==> config.mk <==
export PLATFORM = sky130hd
export DESIGN_NAME = glob_wildcard_matcher_flat
export DESIGN_NICKNAME = d
export VERILOG_FILES = /design/src/hw/rtl/gwm_pkg.sv /design/src/hw/rtl/gwm_ifs.sv /design/src/hw/rtl/gwm_cfg.sv /design/src/hw/rtl/gwm_cell.sv /design/src/hw/rtl/glob_wildcard_matcher.sv /design/src/flat_wrapper.sv
export SDC_FILE = /design/constraint.sdc
export NUM_CORES = 1
export LEC_CHECK = 0
export BUFFER_PORTS_ARGS = -buffer_cell sky130_fd_sc_hd__buf_2
export CORE_AREA = 2 2 135 137
export DETAILED_ROUTE_END_ITERATION = 7
export DIE_AREA = 0 0 137 139
export GPL_TIMING_DRIVEN = 0
export PLACE_DENSITY = 0.94
export SLEW_MARGIN = 20
export SYNTH_ARGS = -nofsm -noshare
export SYNTH_HDL_FRONTEND = slang
export SYNTH_SLANG_ARGS = --single-unit
export TNS_END_PERCENT = 50
==> constraint.sdc <==
create_clock -name clk -period 8.11 [get_ports clk]
set_input_delay 0.811 -clock clk [delete_from_list [all_inputs] [get_ports clk]]
set_output_delay 0.811 -clock clk [all_outputs]
set_load 0.02 [all_outputs]
==> src/hw/rtl/gwm_pkg.sv <==
// ----------------------------------------------------------------------------
// Glob wildcard matcher package
// Constants, register codes and cell link types shared by the matcher.
// ----------------------------------------------------------------------------
package gwm_pkg;

  localparam int unsigned GWM_PATTERN_MAX = 16;
  localparam int unsigned GWM_REG_BYTES   = 16;

  localparam logic [7:0] GWM_ESC_BYTE   = 8'h5C;
  localparam logic [7:0] GWM_STAR_BYTE  = 8'h2A;
  localparam logic [7:0] GWM_QMARK_BYTE = 8'h3F;

  localparam int unsigned GWM_DATA_W = 64;
  localparam int unsigned GWM_ADDR_W = 5;
  localparam int unsigned GWM_LEN_W  = 5;

  // register index, taken from paddr[4:3]
  localparam logic [1:0] GWM_REG_PAT_LO  = 2'd0;
  localparam logic [1:0] GWM_REG_PAT_HI  = 2'd1;
  localparam logic [1:0] GWM_REG_PAT_LEN = 2'd2;

  // Signals handed from one cell to its right neighbor.
  typedef struct packed {
    logic in_use;    // position lies inside the effective pattern
    logic start_on;  // start set closure carry
    logic close;     // star closure carry of the next set
    logic step1;     // advance by one position
    logic step2;     // escaped literal hit, lands two positions on
    logic hop;       // step2 of the cell two to the left, passing through
  } gwm_link_t;

  // Broadcast control from the top level to every cell.
  typedef struct packed {
    logic       restart;  // active set reads as the start set
    logic       advance;  // a character transfer updates the set
    logic [7:0] subj;
  } gwm_ctl_t;

endpackage

==> src/hw/rtl/gwm_ifs.sv <==
// ----------------------------------------------------------------------------
// Glob wildcard matcher channels
// Valid/ready stream interfaces for subject characters and match results.
// ----------------------------------------------------------------------------
interface gwm_in_if;
  logic       valid;
  logic       ready;
  logic [7:0] subject_char;
  logic       end_of_subject;

  modport source (output valid, subject_char, end_of_subject, input ready);
  modport sink   (input valid, subject_char, end_of_subject, output ready);
endinterface

interface gwm_out_if;
  logic valid;
  logic ready;
  logic matched;

  modport source (output valid, matched, input ready);
  modport sink   (input valid, matched, output ready);
endinterface

==> src/hw/rtl/gwm_cfg.sv <==
// ----------------------------------------------------------------------------
// Glob wildcard matcher configuration registers
// APB-style register file holding the pattern bytes and the pattern length.
// ----------------------------------------------------------------------------
module gwm_cfg (
  input  logic                             clk,
  input  logic                             rst_n,
  input  logic                             psel,
  input  logic                             penable,
  input  logic                             pwrite,
  input  logic [gwm_pkg::GWM_ADDR_W-1:0]   paddr,
  input  logic [gwm_pkg::GWM_DATA_W-1:0]   pwdata,
  output logic [gwm_pkg::GWM_DATA_W-1:0]   prdata,
  output logic                             pready,
  output logic [gwm_pkg::GWM_DATA_W-1:0]   pat_lo,
  output logic [gwm_pkg::GWM_DATA_W-1:0]   pat_hi,
  output logic [gwm_pkg::GWM_LEN_W-1:0]    pat_len,
  output logic                             wr_hit
);
  import gwm_pkg::*;

  logic [GWM_DATA_W-1:0] pat_lo_r, pat_lo_nxt;
  logic [GWM_DATA_W-1:0] pat_hi_r, pat_hi_nxt;
  logic [GWM_LEN_W-1:0]  pat_len_r, pat_len_nxt;
  logic [1:0]            reg_idx;
  logic                  wr_en;

  assign pready  = 1'b1;
  assign reg_idx = paddr[4:3];
  assign wr_en   = psel && penable && pwrite;

  always_comb begin
    pat_lo_nxt  = pat_lo_r;
    pat_hi_nxt  = pat_hi_r;
    pat_len_nxt = pat_len_r;
    wr_hit      = 1'b0;
    if (wr_en) begin
      unique case (reg_idx)
        GWM_REG_PAT_LO: begin
          pat_lo_nxt = pwdata;
          wr_hit     = 1'b1;
        end
        GWM_REG_PAT_HI: begin
          pat_hi_nxt = pwdata;
          wr_hit     = 1'b1;
        end
        GWM_REG_PAT_LEN: begin
          pat_len_nxt = pwdata[GWM_LEN_W-1:0];
          wr_hit      = 1'b1;
        end
        default: begin
          wr_hit = 1'b0;
        end
      endcase
    end
  end

  always_comb begin
    unique case (reg_idx)
      GWM_REG_PAT_LO:  prdata = pat_lo_r;
      GWM_REG_PAT_HI:  prdata = pat_hi_r;
      GWM_REG_PAT_LEN: prdata = {{(GWM_DATA_W-GWM_LEN_W){1'b0}}, pat_len_r};
      default:         prdata = '0;
    endcase
  end

  always_ff @(posedge clk) begin
    if (!rst_n) begin
      pat_lo_r  <= '0;
      pat_hi_r  <= '0;
      pat_len_r <= '0;
    end else begin
      pat_lo_r  <= pat_lo_nxt;
      pat_hi_r  <= pat_hi_nxt;
      pat_len_r <= pat_len_nxt;
    end
  end

  assign pat_lo  = pat_lo_r;
  assign pat_hi  = pat_hi_r;
  assign pat_len = pat_len_r;

endmodule

==> src/hw/rtl/gwm_cell.sv <==
// ----------------------------------------------------------------------------
// Glob wildcard matcher position cell
// Holds one bit of the active position set and decodes its pattern byte.
// ----------------------------------------------------------------------------
module gwm_cell (
  input  logic                clk,
  input  logic                rst_n,
  input  gwm_pkg::gwm_ctl_t   ctl,
  input  logic [7:0]          pat_byte,
  input  logic [7:0]          next_byte,
  input  logic                lt_n,
  input  logic                next_lt_n,
  input  gwm_pkg::gwm_link_t  link_in,
  output gwm_pkg::gwm_link_t  link_out,
  output logic                match_tap
);
  import gwm_pkg::*;

  logic active_r, active_nxt;
  logic eff;
  logic in_use, in_use_next;
  logic is_esc, is_star, is_qm, is_lit;
  logic start_here;

  assign in_use      = link_in.in_use && lt_n && (pat_byte != 8'h00);
  assign in_use_next = in_use && next_lt_n && (next_byte != 8'h00);

  // backslash escapes only a following star or question mark
  assign is_esc  = in_use_next && (pat_byte == GWM_ESC_BYTE) &&
                   ((next_byte == GWM_STAR_BYTE) || (next_byte == GWM_QMARK_BYTE));
  assign is_star = in_use && !is_esc && (pat_byte == GWM_STAR_BYTE);
  assign is_qm   = in_use && !is_esc && (pat_byte == GWM_QMARK_BYTE);
  assign is_lit  = in_use && !is_esc && !is_star && !is_qm && (pat_byte == ctl.subj);

  assign start_here = link_in.start_on;
  assign eff        = ctl.restart ? start_here : active_r;

  // star keeps its own position; closure ripples in from the left
  assign active_nxt = (eff && is_star) || link_in.step1 || link_in.hop || link_in.close;

  assign link_out.in_use   = in_use;
  assign link_out.start_on = start_here && is_star;
  assign link_out.close    = active_nxt && is_star;
  assign link_out.step1    = eff && (is_qm || is_lit);
  assign link_out.step2    = eff && is_esc && (next_byte == ctl.subj);
  assign link_out.hop      = link_in.step2;

  // this position is the end of the effective pattern
  assign match_tap = eff && link_in.in_use && !in_use;

  always_ff @(posedge clk) begin
    if (!rst_n) begin
      active_r <= 1'b0;
    end else if (ctl.advance) begin
      active_r <= active_nxt;
    end
  end

endmodule

==> src/hw/rtl/glob_wildcard_matcher.sv <==
// ----------------------------------------------------------------------------
// Glob wildcard matcher
// Streams a subject string one character per transfer against a glob
// pattern held in registers; an end transfer returns the match result.
//
//   channel  | dir | handshake          | payload
//   ---------+-----+--------------------+------------------------------------
//   in_ch    | in  | valid / ready      | subject_char[7:0], end_of_subject
//   out_ch   | out | valid / ready      | matched
//   cfg      | in  | psel/penable/pready| paddr[4:0], pwdata/prdata[63:0]
//
// One subject transfer per cycle unless in_ch stalls; the end transfer's result
// shows in the output register in the next cycle. The critical path is the star
// closure that ripples through the row of PATTERN_MAX+1 position cells.
// Synchronous reset leaves an empty pattern and the start set; no clear pass.
// in_ch stalls only while a result sits in the output register unaccepted.
// ----------------------------------------------------------------------------
module glob_wildcard_matcher #(
  parameter int unsigned PATTERN_MAX = gwm_pkg::GWM_PATTERN_MAX
) (
  input  logic                            clk,
  input  logic                            rst_n,
  gwm_in_if.sink                          in_ch,
  gwm_out_if.source                       out_ch,
  input  logic                            psel,
  input  logic                            penable,
  input  logic                            pwrite,
  input  logic [gwm_pkg::GWM_ADDR_W-1:0]  paddr,
  input  logic [gwm_pkg::GWM_DATA_W-1:0]  pwdata,
  output logic [gwm_pkg::GWM_DATA_W-1:0]  prdata,
  output logic                            pready
);
  import gwm_pkg::*;

  logic [GWM_DATA_W-1:0]   pat_lo;
  logic [GWM_DATA_W-1:0]   pat_hi;
  logic [GWM_LEN_W-1:0]    pat_len;
  logic                    cfg_wr;
  logic [2*GWM_DATA_W-1:0] pat_w;

  logic [7:0]      byte_w [0:PATTERN_MAX+1];
  logic            lt_n_w [0:PATTERN_MAX+1];
  gwm_link_t       link_w [0:PATTERN_MAX+1];
  logic [PATTERN_MAX:0] tap_w;

  gwm_ctl_t ctl;
  logic     in_xfer;
  logic     restart_r, restart_nxt;
  logic     out_valid_r, out_valid_nxt;
  logic     matched_r, matched_nxt;

  gwm_cfg u_cfg (
    .clk     (clk),
    .rst_n   (rst_n),
    .psel    (psel),
    .penable (penable),
    .pwrite  (pwrite),
    .paddr   (paddr),
    .pwdata  (pwdata),
    .prdata  (prdata),
    .pready  (pready),
    .pat_lo  (pat_lo),
    .pat_hi  (pat_hi),
    .pat_len (pat_len),
    .wr_hit  (cfg_wr)
  );

  assign pat_w = {pat_hi, pat_lo};

  // position PATTERN_MAX is the tail cell; the extra slot past it is all zero
  for (genvar i = 0; i <= PATTERN_MAX + 1; i++) begin : g_decode
    if ((i < GWM_REG_BYTES) && (i < PATTERN_MAX)) begin : g_byte
      assign byte_w[i] = pat_w[8*i +: 8];
    end else begin : g_zero
      assign byte_w[i] = 8'h00;
    end
    assign lt_n_w[i] = (i < PATTERN_MAX) && (int'(pat_len) > i);
  end

  assign link_w[0] = '{in_use: 1'b1, start_on: 1'b1, close: 1'b0,
                       step1: 1'b0, step2: 1'b0, hop: 1'b0};

  assign in_xfer     = in_ch.valid && in_ch.ready;
  assign ctl.restart = restart_r;
  assign ctl.advance = in_xfer && !in_ch.end_of_subject;
  assign ctl.subj    = in_ch.subject_char;

  for (genvar i = 0; i <= PATTERN_MAX; i++) begin : g_cell
    gwm_cell u_cell (
      .clk       (clk),
      .rst_n     (rst_n),
      .ctl       (ctl),
      .pat_byte  (byte_w[i]),
      .next_byte (byte_w[i+1]),
      .lt_n      (lt_n_w[i]),
      .next_lt_n (lt_n_w[i+1]),
      .link_in   (link_w[i]),
      .link_out  (link_w[i+1]),
      .match_tap (tap_w[i])
    );
  end

  assign in_ch.ready = !out_valid_r || out_ch.ready;

  always_comb begin
    restart_nxt   = restart_r;
    out_valid_nxt = out_valid_r;
    matched_nxt   = matched_r;
    if (out_ch.ready) begin
      out_valid_nxt = 1'b0;
    end
    if (in_xfer) begin
      restart_nxt = in_ch.end_of_subject;
      if (in_ch.end_of_subject) begin
        out_valid_nxt = 1'b1;
        matched_nxt   = |tap_w;
      end
    end
    if (cfg_wr) begin
      restart_nxt = 1'b1;
    end
  end

  always_ff @(posedge clk) begin
    if (!rst_n) begin
      restart_r   <= 1'b1;
      out_valid_r <= 1'b0;
    end else begin
      restart_r   <= restart_nxt;
      out_valid_r <= out_valid_nxt;
    end
  end

  always_ff @(posedge clk) begin
    matched_r <= matched_nxt;
  end

  assign out_ch.valid   = out_valid_r;
  assign out_ch.matched = matched_r;

endmodule

==> src/flat_wrapper.sv <==
// flat-port wrapper written by rule: the top's interface ports become plain ports
module glob_wildcard_matcher_flat import gwm_pkg::*;
#(
  parameter int unsigned PATTERN_MAX = gwm_pkg::GWM_PATTERN_MAX
)
  (clk, rst_n, psel, penable, pwrite, paddr, pwdata, prdata, pready, in_ch_valid, in_ch_subject_char, in_ch_end_of_subject, in_ch_ready, out_ch_valid, out_ch_matched, out_ch_ready);
  gwm_in_if in_ch_i ();
  gwm_out_if out_ch_i ();
  input  logic clk;
  input  logic rst_n;
  input  logic psel;
  input  logic penable;
  input  logic pwrite;
  input  logic [gwm_pkg::GWM_ADDR_W-1:0] paddr;
  input  logic [gwm_pkg::GWM_DATA_W-1:0] pwdata;
  output logic [gwm_pkg::GWM_DATA_W-1:0] prdata;
  output logic pready;
  input wire logic [$bits(in_ch_i.valid)-1:0] in_ch_valid;
  input wire logic [$bits(in_ch_i.subject_char)-1:0] in_ch_subject_char;
  input wire logic [$bits(in_ch_i.end_of_subject)-1:0] in_ch_end_of_subject;
  output wire logic [$bits(in_ch_i.ready)-1:0] in_ch_ready;
  output wire logic [$bits(out_ch_i.valid)-1:0] out_ch_valid;
  output wire logic [$bits(out_ch_i.matched)-1:0] out_ch_matched;
  input wire logic [$bits(out_ch_i.ready)-1:0] out_ch_ready;
  assign in_ch_i.valid = in_ch_valid;
  assign in_ch_i.subject_char = in_ch_subject_char;
  assign in_ch_i.end_of_subject = in_ch_end_of_subject;
  assign in_ch_ready = in_ch_i.ready;
  assign out_ch_valid = out_ch_i.valid;
  assign out_ch_matched = out_ch_i.matched;
  assign out_ch_i.ready = out_ch_ready;
  glob_wildcard_matcher #(.PATTERN_MAX(PATTERN_MAX)) u_core (.clk(clk), .rst_n(rst_n), .in_ch(in_ch_i), .out_ch(out_ch_i), .psel(psel), .penable(penable), .pwrite(pwrite), .paddr(paddr), .pwdata(pwdata), .prdata(prdata), .pready(pready));
endmodule
# Word-level counts from Yosys, hierarchy flattened
# Index checks and enable logic that the tools add are counted.
# Widths: inputs -> output; s select.
[classes] order_cmp=16 n_eq_ne=65 n_mux=23 bitwise=1 reduce_logical=452
[op_table] cell="$logic_and 1x1->1" count=285
[op_table] cell="$eq 8x6->1 const B" count=32
[op_table] cell="$pmux 64 s3" count=1
[op_table] cell="$eq 8x8->1" count=16
[op_table] cell="$reduce_bool 8->1" count=16
[op_table] cell="$eq 8x7->1 const B" count=15
[op_table] cell="$logic_or 1x1->1" count=78
[op_table] cell="$logic_not 1->1" count=65
[op_table] cell="$gt 5x4->1 const B" count=8
[op_table] cell="$mux 1" count=22
[op_table] cell="$gt 5x3->1 const B" count=4
[op_table] cell="$reduce_or 17->1" count=1
[op_table] cell="$gt 5x1->1 const B" count=2
[op_table] cell="$gt 5x2->1 const B" count=2
[op_table] cell="$reduce_and 2->1" count=4
[op_table] cell="$reduce_or 3->1" count=1
[op_table] cell="$eq 2x1->1 const B" count=1
[op_table] cell="$eq 2x2->1 const B" count=1
[op_table] cell="$logic_not 2->1" count=1
[op_table] cell="$reduce_or 2->1" count=1
[op_table] cell="$not 1->1" count=1
[totals] reg_bits=153 output_inout_bits=68 elab_cells=580

# Longest topological paths before layout
# Gate-level depths: netlist of run 1.
[logic_depth] word_depth=48 ltp_mapped=14 ltp_nobuf=12

# Modules after synthesis
# Synthesis of run 1 repeated with hierarchy kept, for this count alone.
[hier_totals] hier_cells=1622 area_unflattened_um2=13382.8
[modules_own_cells] module="gwm_cell" instances=17 cells_each=54 area_each_um2=414.1 seq_area_each_um2=20.0
[modules_own_cells] module="gwm_cfg" instances=1 cells_each=655 area_each_um2=6027.0 seq_area_each_um2=2662.6
[modules_own_cells] module="glob_wildcard_matcher" instances=1 cells_each=49 area_each_um2=315.3 seq_area_each_um2=70.1

# Worst setup path before layout of run 1
# OpenSTA, ideal clock, no wires.
[synth_timing] path_kind="input to register" start="in in_ch_subject_char[5]" end="reg u_core.g_cell[16].u_cell.active_r" setup_ns=0.070 arrival_time_ns=3.504 required_ns=8.040 slack_ns=4.535 path_stages=13 path_cell_list="clkbuf_1 > clkbuf_1 > xor2_1 > nor4_1 > nand2_1 > or4_1 > o32ai_1 > nor2_1 > a31oi_4 > o211ai_2 > a21boi_2 > o211ai_1 > a21oi_1"
[synth_between] elab_chain_cells=36 elab_cells_between_ends=140 classes_between="eq/ne: 16; reduce/logical: 124"
[synth_lines] item="start, declared" line_no="flat_wrapper.sv:19" source="input wire logic [$bits(in_ch_i.subject_char)-1:0] in_ch_subject_char;"
[synth_lines] item="$eq 8x8->1" line_no="gwm_cell.sv:33" source="assign is_lit = in_use && !is_esc && !is_star && !is_qm && (pat_byte == ctl.subj);"
[synth_lines] item="$logic_and 1x1->1" line_no="gwm_cell.sv:33"
[synth_lines] item="$logic_or 1x1->1" line_no="gwm_cell.sv:44" source="assign link_out.step1 = eff && (is_qm || is_lit);"
[synth_lines] item="$logic_and 1x1->1" line_no="gwm_cell.sv:44"
[synth_lines] item="$logic_or 1x1->1 (2 in series)" line_no="gwm_cell.sv:39" source="assign active_nxt = (eff && is_star) || link_in.step1 || link_in.hop || link_in.close;"
[synth_lines] item="$logic_and 1x1->1" line_no="gwm_cell.sv:43" source="assign link_out.close = active_nxt && is_star;"
[synth_lines] item="$logic_or 1x1->1" line_no="gwm_cell.sv:39"
[synth_lines] item="$logic_and 1x1->1" line_no="gwm_cell.sv:43"
[synth_lines] item="[19 not listed]"
[synth_lines] item="$logic_and 1x1->1" line_no="gwm_cell.sv:43"
[synth_lines] item="$logic_or 1x1->1" line_no="gwm_cell.sv:39"
[synth_lines] item="$logic_and 1x1->1" line_no="gwm_cell.sv:43"
[synth_lines] item="$logic_or 1x1->1" line_no="gwm_cell.sv:39"
[synth_lines] item="$logic_and 1x1->1" line_no="gwm_cell.sv:43"
[synth_lines] item="$logic_or 1x1->1" line_no="gwm_cell.sv:39"
[synth_lines] item="$logic_and 1x1->1" line_no="gwm_cell.sv:43"
[synth_lines] item="$logic_or 1x1->1 *" line_no="gwm_cell.sv:39"
[synth_lines] item="end signal, assigned" line_no="gwm_cell.sv:55" source="active_r <= active_nxt;"
[synth_lines] item="end, declared" line_no="gwm_cell.sv:19" source="logic active_r, active_nxt;"
# Every way passes the cells marked *; elsewhere a longest branch is shown, timed or not.
# A chain may end at the register's enable or synchronous reset.

# Worst setup path after layout of run 1
[layout_timing] start="reg u_core.u_cfg.pat_len_r[3] (netlist: u_core.u_cfg.pat_len[3])" end="reg u_core.matched_r (netlist: u_core.out_ch.matched), data pin"
[layout_between] elab_chain_cells=42 elab_cells_between_ends=203 classes_between="order compare: 16; mux: 16; reduce/logical: 171"
[layout_lines] item="start, declared" line_no="gwm_cfg.sv:24" source="logic [GWM_LEN_W-1:0] pat_len_r, pat_len_nxt;"
[layout_lines] item="start signal, assigned" line_no="gwm_cfg.sv:75" source="pat_len_r <= pat_len_nxt;"
[layout_lines] item="$gt 5x1->1" line_no="glob_wildcard_matcher.sv:77" source="assign lt_n_w[i] = (i < PATTERN_MAX) && (int'(pat_len) > i);"
[layout_lines] item="$logic_and 1x1->1" line_no="gwm_cell.sv:25" source="assign in_use = link_in.in_use && lt_n && (pat_byte != 8'h00);"
[layout_lines] item="$logic_and 1x1->1 (30 in series)" line_no="gwm_cell.sv:25, gwm_cell.sv:26"
[layout_lines] item="$logic_and 1x1->1 (2 in series)" line_no="gwm_cell.sv:29" source="assign is_esc = in_use_next && (pat_byte == GWM_ESC_BYTE) &&"
[layout_lines] item="$logic_not 1->1" line_no="gwm_cell.sv:31" source="assign is_star = in_use && !is_esc && (pat_byte == GWM_STAR_BYTE);"
[layout_lines] item="$logic_and 1x1->1 (2 in series)" line_no="gwm_cell.sv:31"
[layout_lines] item="$logic_and 1x1->1" line_no="gwm_cell.sv:42" source="assign link_out.start_on = start_here && is_star;"
[layout_lines] item="$logic_and 1x1->1 / $mux 1 (equally long branches)" line_no="gwm_cell.sv:42, gwm_cell.sv:36"
[layout_lines] item="$mux 1 / $logic_and 1x1->1 (equally long branches)" line_no="gwm_cell.sv:36, gwm_cell.sv:49"
[layout_lines] item="$logic_and 1x1->1" line_no="gwm_cell.sv:49" source="assign match_tap = eff && link_in.in_use && !in_use;"
[layout_lines] item="$reduce_or 17->1 *" line_no="glob_wildcard_matcher.sv:116" source="matched_nxt = |tap_w;"
[layout_lines] item="end signal, assigned" line_no="glob_wildcard_matcher.sv:135" source="matched_r <= matched_nxt;"
[layout_lines] item="end, declared" line_no="glob_wildcard_matcher.sv:50" source="logic matched_r, matched_nxt;"
# Marks and branches as above.

==> results of run 1 <==
==> registers in the layout (all words and copies together), names as in the netlist <==
| name | flops |
|---|---|
| u_core.g_cell.u_cell.active_r | 17 |
| u_core.out_ch.matched | 1 |
| u_core.out_ch.valid | 1 |
| u_core.restart_r | 1 |
| u_core.u_cfg.pat_hi | 64 |
| u_core.u_cfg.pat_len | 5 |
| u_core.u_cfg.pat_lo | 64 |
==> power by group through the flow <==
| stage | clock network (mW) | registers, mW | logic, mW |
|---|---|---|---|
| 6_report | 0.842 | 0.779 | 0.222 |
| 3_3_place_gp | 0 | 0.794 | 0.204 |
| 2_1_floorplan | 0 | 0.792 | 0.134 |
| 3_5_place_dp | 0 | 0.795 | 0.209 |
| 5_1_grt | 0.862 | 0.780 | 0.233 |
| 4_1_cts | 0.827 | 0.778 | 0.212 |
==> final timing paths <==
check | depth (start not counted) | slack [ns] | from | end
worst max-delay path | 11 | 3.16 | u_core.u_cfg.pat_len[3]$_SDFFE_PN0P_ | u_core.out_ch.matched$_DFFE_PP_
worst min-delay path | 2 | 0.45 | u_core.g_cell[15].u_cell.active_r$_SDFFE_PN0P_ | u_core.g_cell[15].u_cell.active_r$_SDFFE_PN0P_
worst max register to register | 11 | 3.16 | u_core.u_cfg.pat_len[3]$_SDFFE_PN0P_ | u_core.out_ch.matched$_DFFE_PP_
worst min register to register | 2 | 0.45 | u_core.g_cell[15].u_cell.active_r$_SDFFE_PN0P_ | u_core.g_cell[15].u_cell.active_r$_SDFFE_PN0P_
==> cell type report <==
type | count | area (um^2) | area share (%)
inverters | 21 | 78.8 | 0.621
multi-input cells | 1270 | 7450 | 58.7
well taps | 229 | 287 | 2.26
clock buffers | 18 | 450 | 3.55
diodes | 1 | 2.50 | 0.0197
plain buffers | 123 | 498 | 3.92
clock inverters | 14 | 151 | 1.19
repair buffers | 139 | 702 | 5.53
flip-flops and latches | 153 | 3070 | 24.2
==> logic make-up after synthesis <==
family                    after synthesis
xor gates and xnor gates              128
other                                   1
DFF                                   153
AOI/OAI and AO/OA                     308
and+or+nand+nor                       763
muxes                                  70
buffers and inverters                 144
==> cells in the final DEF (no fill, tap or decap), types with 5 or more instances in the layout <==
cell	n
a211oi_1	8
a21oi_1	168
a22oi_1	9
a31oi_1	15
and2_1	11
and3_1	7
and4_1	6
buf_1	12
buf_2	155
clkbuf_1	89
clkbuf_16	18
dfxtp_1	152
inv_1	20
inv_6	5
mux2i_1	69
nand2_1	329
nand2b_1	8
nand3_1	35
nand4_1	34
nand4b_1	9
nor2_1	152
nor2b_1	10
nor3_1	43
nor3b_1	5
nor4_1	39
nor4b_1	10
o211ai_1	10
o21ai_0	30
o22ai_1	8
o31ai_1	5
or2_2	10
or3_1	10
or4_1	18
xnor2_1	64
xor2_1	64
==> worst max-delay path, delay by kind of cell, from the launching register on <==
kind                   cells  cell delay (ns)
AO/OA/AOI/OAI              3             0.80
buffers and inverters      2             0.70
flip-flops                 1             0.48
AND/OR/NAND/NOR            6             2.70
==> metrics by stage <==
stage / instances / utilization (%)
2_1_floorplan: 1567 / -
4_1_cts: 1967 / 71.9
5_1_grt: 1967 / 71.9
3_3_place_gp: 1934 / 68.4
3_5_place_dp: 1935 / 68.5
6_report: 1968 / 71.9
==> synthesized netlist by cell type (4+ instances only) <==
library cell / n / share of area [%]
or2_2: 10 / 0.56
nand2_1: 329 / 11
a31oi_1: 15 / 0.85
dfxtp_1: 152 / 27
a21oi_1: 168 / 7.6
nor4_1: 39 / 2.2
nand2b_1: 8 / 0.45
xor2_1: 64 / 5.1
nor4b_1: 10 / 0.79
nor2b_1: 10 / 0.56
buf_1: 12 / 0.41
nor2_1: 152 / 5.1
and3_1: 7 / 0.39
a211oi_1: 8 / 0.54
o31ai_1: 5 / 0.34
clkbuf_1: 91 / 3.1
o211ai_1: 10 / 0.68
a31o_2: 4 / 0.32
o21ai_0: 30 / 1.4
nand3_1: 35 / 1.6
nor3_1: 44 / 2.0
mux2i_1: 69 / 6.2
a22oi_1: 9 / 0.61
or4_1: 18 / 1.2
nor3b_1: 5 / 0.34
xnor2_1: 64 / 5.1
nand4b_1: 9 / 0.71
inv_1: 20 / 0.68
and2_1: 11 / 0.62
o22ai_1: 8 / 0.45
buf_2: 17 / 0.77
or3_1: 10 / 0.56
nor4bb_1: 4 / 0.36
and4_1: 6 / 0.47
nand4_1: 34 / 1.9
==> metal layers <==
layer	part of all wire (%)	GRT usage, %
met2	43	62.2
met1	37	53.3
met5	0	0
met3	15	11.8
met4	5.5	20.2
==> impl_metrics.toml, run 1 <==
[die]
die_h_um = 139
ios = 153
placementRows = 49
dieArea_um2 = 19000
core_um2 = 17700
initial_utilization_pct = 62.8
die_w_um = 137

[power]
pwr-share-seq_pct = 42.3
sw_frac_of_total_pct = 29.8
p_int_mw = 1.29
total_leakage_power_nw = 4.84
pwr-share-clk_pct = 45.7
irDropWorstVdd_uv = 159
p_sw_mw = 0.548
p_per_area_nw_per_um2 = 145
total_power_mw = 1.84
comb_power_share_pct = 12.0

[synthesis]
synth_enable_flop_cells = 1
synth_top_family_by_area = "simple AND/OR/NAND/NOR gates"
synth_cells = 1567
syn_nets = 1652
synth_compound_area_share_pct = 17.3
yosys_warnings = 0
netlist_area_um2 = 11100
synth-adder-area-share_pct = 0
ys_ff_latch = 153
synth-xor-area-share_pct = 10.1
synthMuxAreaShare_pct = 6.33
postSynthAreaPerCell_um2 = 7.08
async_flop_share_pct = 0
yosysSeqAreaShare_pct = 27.7
synth.distinct_cells = 90
synth-simple-area-share_pct = 33.3
synth-main-ff-cell = "dfxtp_1"

[grt]
antenna_found_initial = 2
grt_pass1_wl_um = 61600
grt_usage_pct = 41.1
grt_pass1_vias = 11900
grt_max_degree = 17
grt_remaining_overflow = 0

[drt]
vias = 13100
finalWirelength_um = 40200
antenna_left = 0
first_pass_iters = 7
routedWlPerCell_um = 20.4
drt_iter0_drc = 1967
viasPerCell = 6.67
drc = 0

[timing]
setup_viol = 0
min_period_over_period_pct = 61.0
tightest_slew_ns = 1.28
hold_violations = 0
fin_setup_tns_ns = 0
fmax_ghz = 0.202
slew_viol_final = 0
rsz0062_at_grt = "no"
fin_crit_ns = 4.95
finalClockSkew_ns = 0.00621
whs_ns = 0.451
slew-limit-headroom_pct = 14.8
fin_ws_ns = 3.16

[clocking]
cts_buffer_depth = 2
post-cts-setup-buffers = 0
htree_levels = 4
clockRootBuffer = "clkbuf_16"
clkSinkCount = 153
holdBufCountCts = 0
clk_latency_ns = 0.45
clk_pin_slew_ns = 0.07
cts_tree = "built"
cts_resized = 0
cts_buffers = 17

[final_layout]
area_growth_pct = 14.4
fin_area_um2 = 12700
drive_gt1_share_pct = 13.6
fillers = 1408
nets = 1810

[outcome]
outcome = "completed"

[worst_setup_path]
crit_required_ns = 8.30
max_stage_delay_ns = 0.97
cp_max_fo = 10
critical_path_class = "reg2reg"
start_kind = "register"
critPathSlowestCell = "nor4_2"
cp.arrival_ns = 5.14
path_cells = "clkbuf_1 > nor4_1 > inv_1 > nand4_2 > nor4_2 > nand4_1 > nor3_1 > a22oi_1 > nor2_1 > a21oi_1 > o211ai_1"
end_kind = "register"

[job]
drv_cap = 0

[placed_design]
portBuffers = 138
dp_slack_ns = 3.50
placed_cell_area_um2 = 12100
place_hpwl_um = 28300
place_congestion = 1.03

[min_path]
hp-class = "reg2reg"
Power figures use the tool's default switching activity.
==> run 2: changes to the inputs <==
Settings changed: CORE_AREA 2 2 135 137 to 2 2 148 150, DIE_AREA 0 0 137 139 to 0 0 150 152, PLACE_DENSITY 0.94 to 0.84.
Clock period 8.11 ns to 4 ns, I/O delays scaled along.
==> run 2 against run 1 <==
Global-route usage fell by 6.5 points. Cell count rose by 3.0%. Largest power group unchanged. Sequential share of layout area fell by 0.61 points. Largest cell class unchanged. Critical path depth rose by 5. First-iteration DRC count fell by 31%. Via count fell by 3.1%. Non-clock buffer count rose by 10.
==> impl_metrics.toml, run 2 (same netlist as run 1, synthesis figures left out) <==
[clocking]
cts_buffer_depth = 2
clockRootBuffer = "clkbuf_16"
clkSinkCount = 153
cts_buffers = 17
holdBufCountCts = 0
htree_levels = 4
cts_tree = "built"
clk_latency_ns = 0.43
clk_pin_slew_ns = 0.06

[timing]
fin_crit_ns = 3.97
whs_ns = 0.213
hold_violations = 0
min_period_over_period_pct = 99.3
slew_viol_final = 0
slew-limit-headroom_pct = 19.8
tightest_slew_ns = 1.20
finalClockSkew_ns = 0.00494
fmax_ghz = 0.252
fin_ws_ns = 0.0262
setup_viol = 0

[power]
p_int_mw = 2.70
p_sw_mw = 1.03
total_power_mw = 3.72
total_leakage_power_nw = 5.03
comb_power_share_pct = 12.2
p_per_area_nw_per_um2 = 286
pwr-share-clk_pct = 45.3
pwr-share-seq_pct = 42.5
irDropWorstVdd_uv = 271
sw_frac_of_total_pct = 27.6

[grt]
grt_pass1_wl_um = 62700
antenna_found_initial = 0
grt_remaining_overflow = 0
grt_pass1_vias = 11900
grt_max_degree = 17
grt_usage_pct = 34.6

[worst_setup_path]
critPathSlowestCell = "or4_1"
max_stage_delay_ns = 0.63
cp_max_fo = 8
end_kind = "register"
cp_common_cell = "buf_4"
start_kind = "register"
crit_family = "simple AND/OR/NAND/NOR gates"
crit_required_ns = 4.28
path_buf_inv = 4
reg2reg_from = "u_core.u_cfg.pat_lo[40]$_SDFFE_PN0P_"
cp.arrival_ns = 4.25
reg2reg_depth = 16
path_cells = "buf_2 > or4_1 > a2bb2oi_2 > nand4bb_4 > nor4_4 > buf_4 > buf_4 > nand3_1 > nor4_4 > buf_4 > a22oi_2 > a21oi_1 > or4_1 > nand4b_1 > o211ai_1 > a21oi_1"
critical_path_class = "reg2reg"
r2r_slack_ns = 0.03
r2r_end = "u_core.g_cell[16].u_cell.active_r$_SDFFE_PN0P_"

[placed_design]
place_congestion = 1.00
dp_slack_ns = -0.575
portBuffers = 138
placedCellCount = 1986
place_hpwl_um = 29100

[drt]
finalWirelength_um = 40600
viasPerCell = 6.27
antenna_left = 0
drc = 0
first_pass_iters = 6
drt_iter0_drc = 1350
vias = 12700
routedWlPerCell_um = 20.0

[die]
core_um2 = 21400
ios = 153
initial_utilization_pct = 52.0
dieArea_um2 = 22800
placementRows = 54
die_w_um = 150
die_h_um = 152

[final_layout]
area_growth_pct = 17.4
final_cell_mix = "nand2_1 (329), a21oi_1 (168), buf_2 (157)"
drive_gt1_share_pct = 15.7
antennaDiodeCount = 0
fillers = 1979
fin_cells = 2028
layout.cells.most_common = "nand2_1"
nets = 1820
fin_util_pct = 61.0

[outcome]
outcome = "completed"

[min_path]
hold_depth = 3
hp-class = "in2reg"
min_to = "u_core.u_cfg.pat_hi[58]$_SDFFE_PN0P_"
hp-start = "pwdata[58]"

[job]
drv_cap = 0
## run 2: power by group through the flow
| stage | sequential, mW | combinational (mW) | clock [mW] |
|---|---|---|---|
| 3_3_place_gp | 1.61 | 0.420 | 0 |
| 4_1_cts | 1.58 | 0.432 | 1.69 |
| 3_5_place_dp | 1.61 | 0.429 | 0 |
| 6_report | 1.58 | 0.455 | 1.69 |
| 5_1_grt | 1.58 | 0.482 | 1.75 |
| 2_1_floorplan | 1.60 | 0.272 | 0 |
## run 2: worst max-delay path by stage
stage                                          from                                        endpoint  slack, ns  cells past startpoint
2_1_floorplan   u_core.u_cfg.pat_lo[8]$_SDFFE_PN0P_  u_core.g_cell[16].u_cell.active_r$_SDFFE_PN0P_       0.71                     13
3_3_place_gp   u_core.u_cfg.pat_len[3]$_SDFFE_PN0P_                 u_core.out_ch.matched$_DFFE_PP_      -0.52                     12
3_5_place_dp   u_core.u_cfg.pat_len[3]$_SDFFE_PN0P_  u_core.g_cell[15].u_cell.active_r$_SDFFE_PN0P_      -0.57                     13
4_1_cts        u_core.u_cfg.pat_len[2]$_SDFFE_PN0P_  u_core.g_cell[16].u_cell.active_r$_SDFFE_PN0P_      0.007                     13
5_1_grt        u_core.u_cfg.pat_len[3]$_SDFFE_PN0P_                 u_core.out_ch.matched$_DFFE_PP_      -0.06                     13
6_report       u_core.u_cfg.pat_lo[40]$_SDFFE_PN0P_  u_core.g_cell[16].u_cell.active_r$_SDFFE_PN0P_       0.03                     16
## run 2: repair_timing
action | CTS | global route
setup endpoints to repair | 9 | 11
cloned | 0 | 0
hold endpoints to repair | 0 | 0
gates resized for setup | 10 | 42
pin swaps | 2 | 3
buffers inserted | 7 | 5
## run 2: worst register-to-register path, stage by stage (launching register included)
cell       delay [ns]
dfxtp_1          0.30
buf_2            0.18
or4_1            0.63
a2bb2oi_2        0.25
nand4bb_4        0.22
nor4_4           0.05
buf_4            0.20
buf_4            0.14
nand3_1          0.17
nor4_4           0.05
buf_4            0.17
a22oi_2          0.23
a21oi_1          0.10
or4_1            0.54
nand4b_1         0.28
o211ai_1         0.24
a21oi_1          0.09
## run 2: layout make-up
cell class	instances	area (um^2)	area share (%)
inverters	21	78.8	0.605
well taps	280	350	2.69
clock inverters	9	114	0.874
plain buffers	121	508	3.90
flip-flops and latches	153	3070	23.6
repair buffers	151	792	6.08
multi-input cells	1270	7620	58.5
clock buffers	23	488	3.75
## run 2: layer usage
layer  GRT usage, %  routed length [um]  up-vias
li1               -                   -     5832
met1           46.2               16400     5941
met2           52.5               17600      781
met3           7.99                4590      168
met4           16.7                2040        0
met5              0                   0        -
## run 2: through the flow
stage	TNS (ns)	instance area (um^2)
after floorplan	0	11100
after global placement	-2.49	12100
after detailed placement	-2.63	12200
after CTS	0	12800
after global routing	-0.0929	13000
final	0	13000
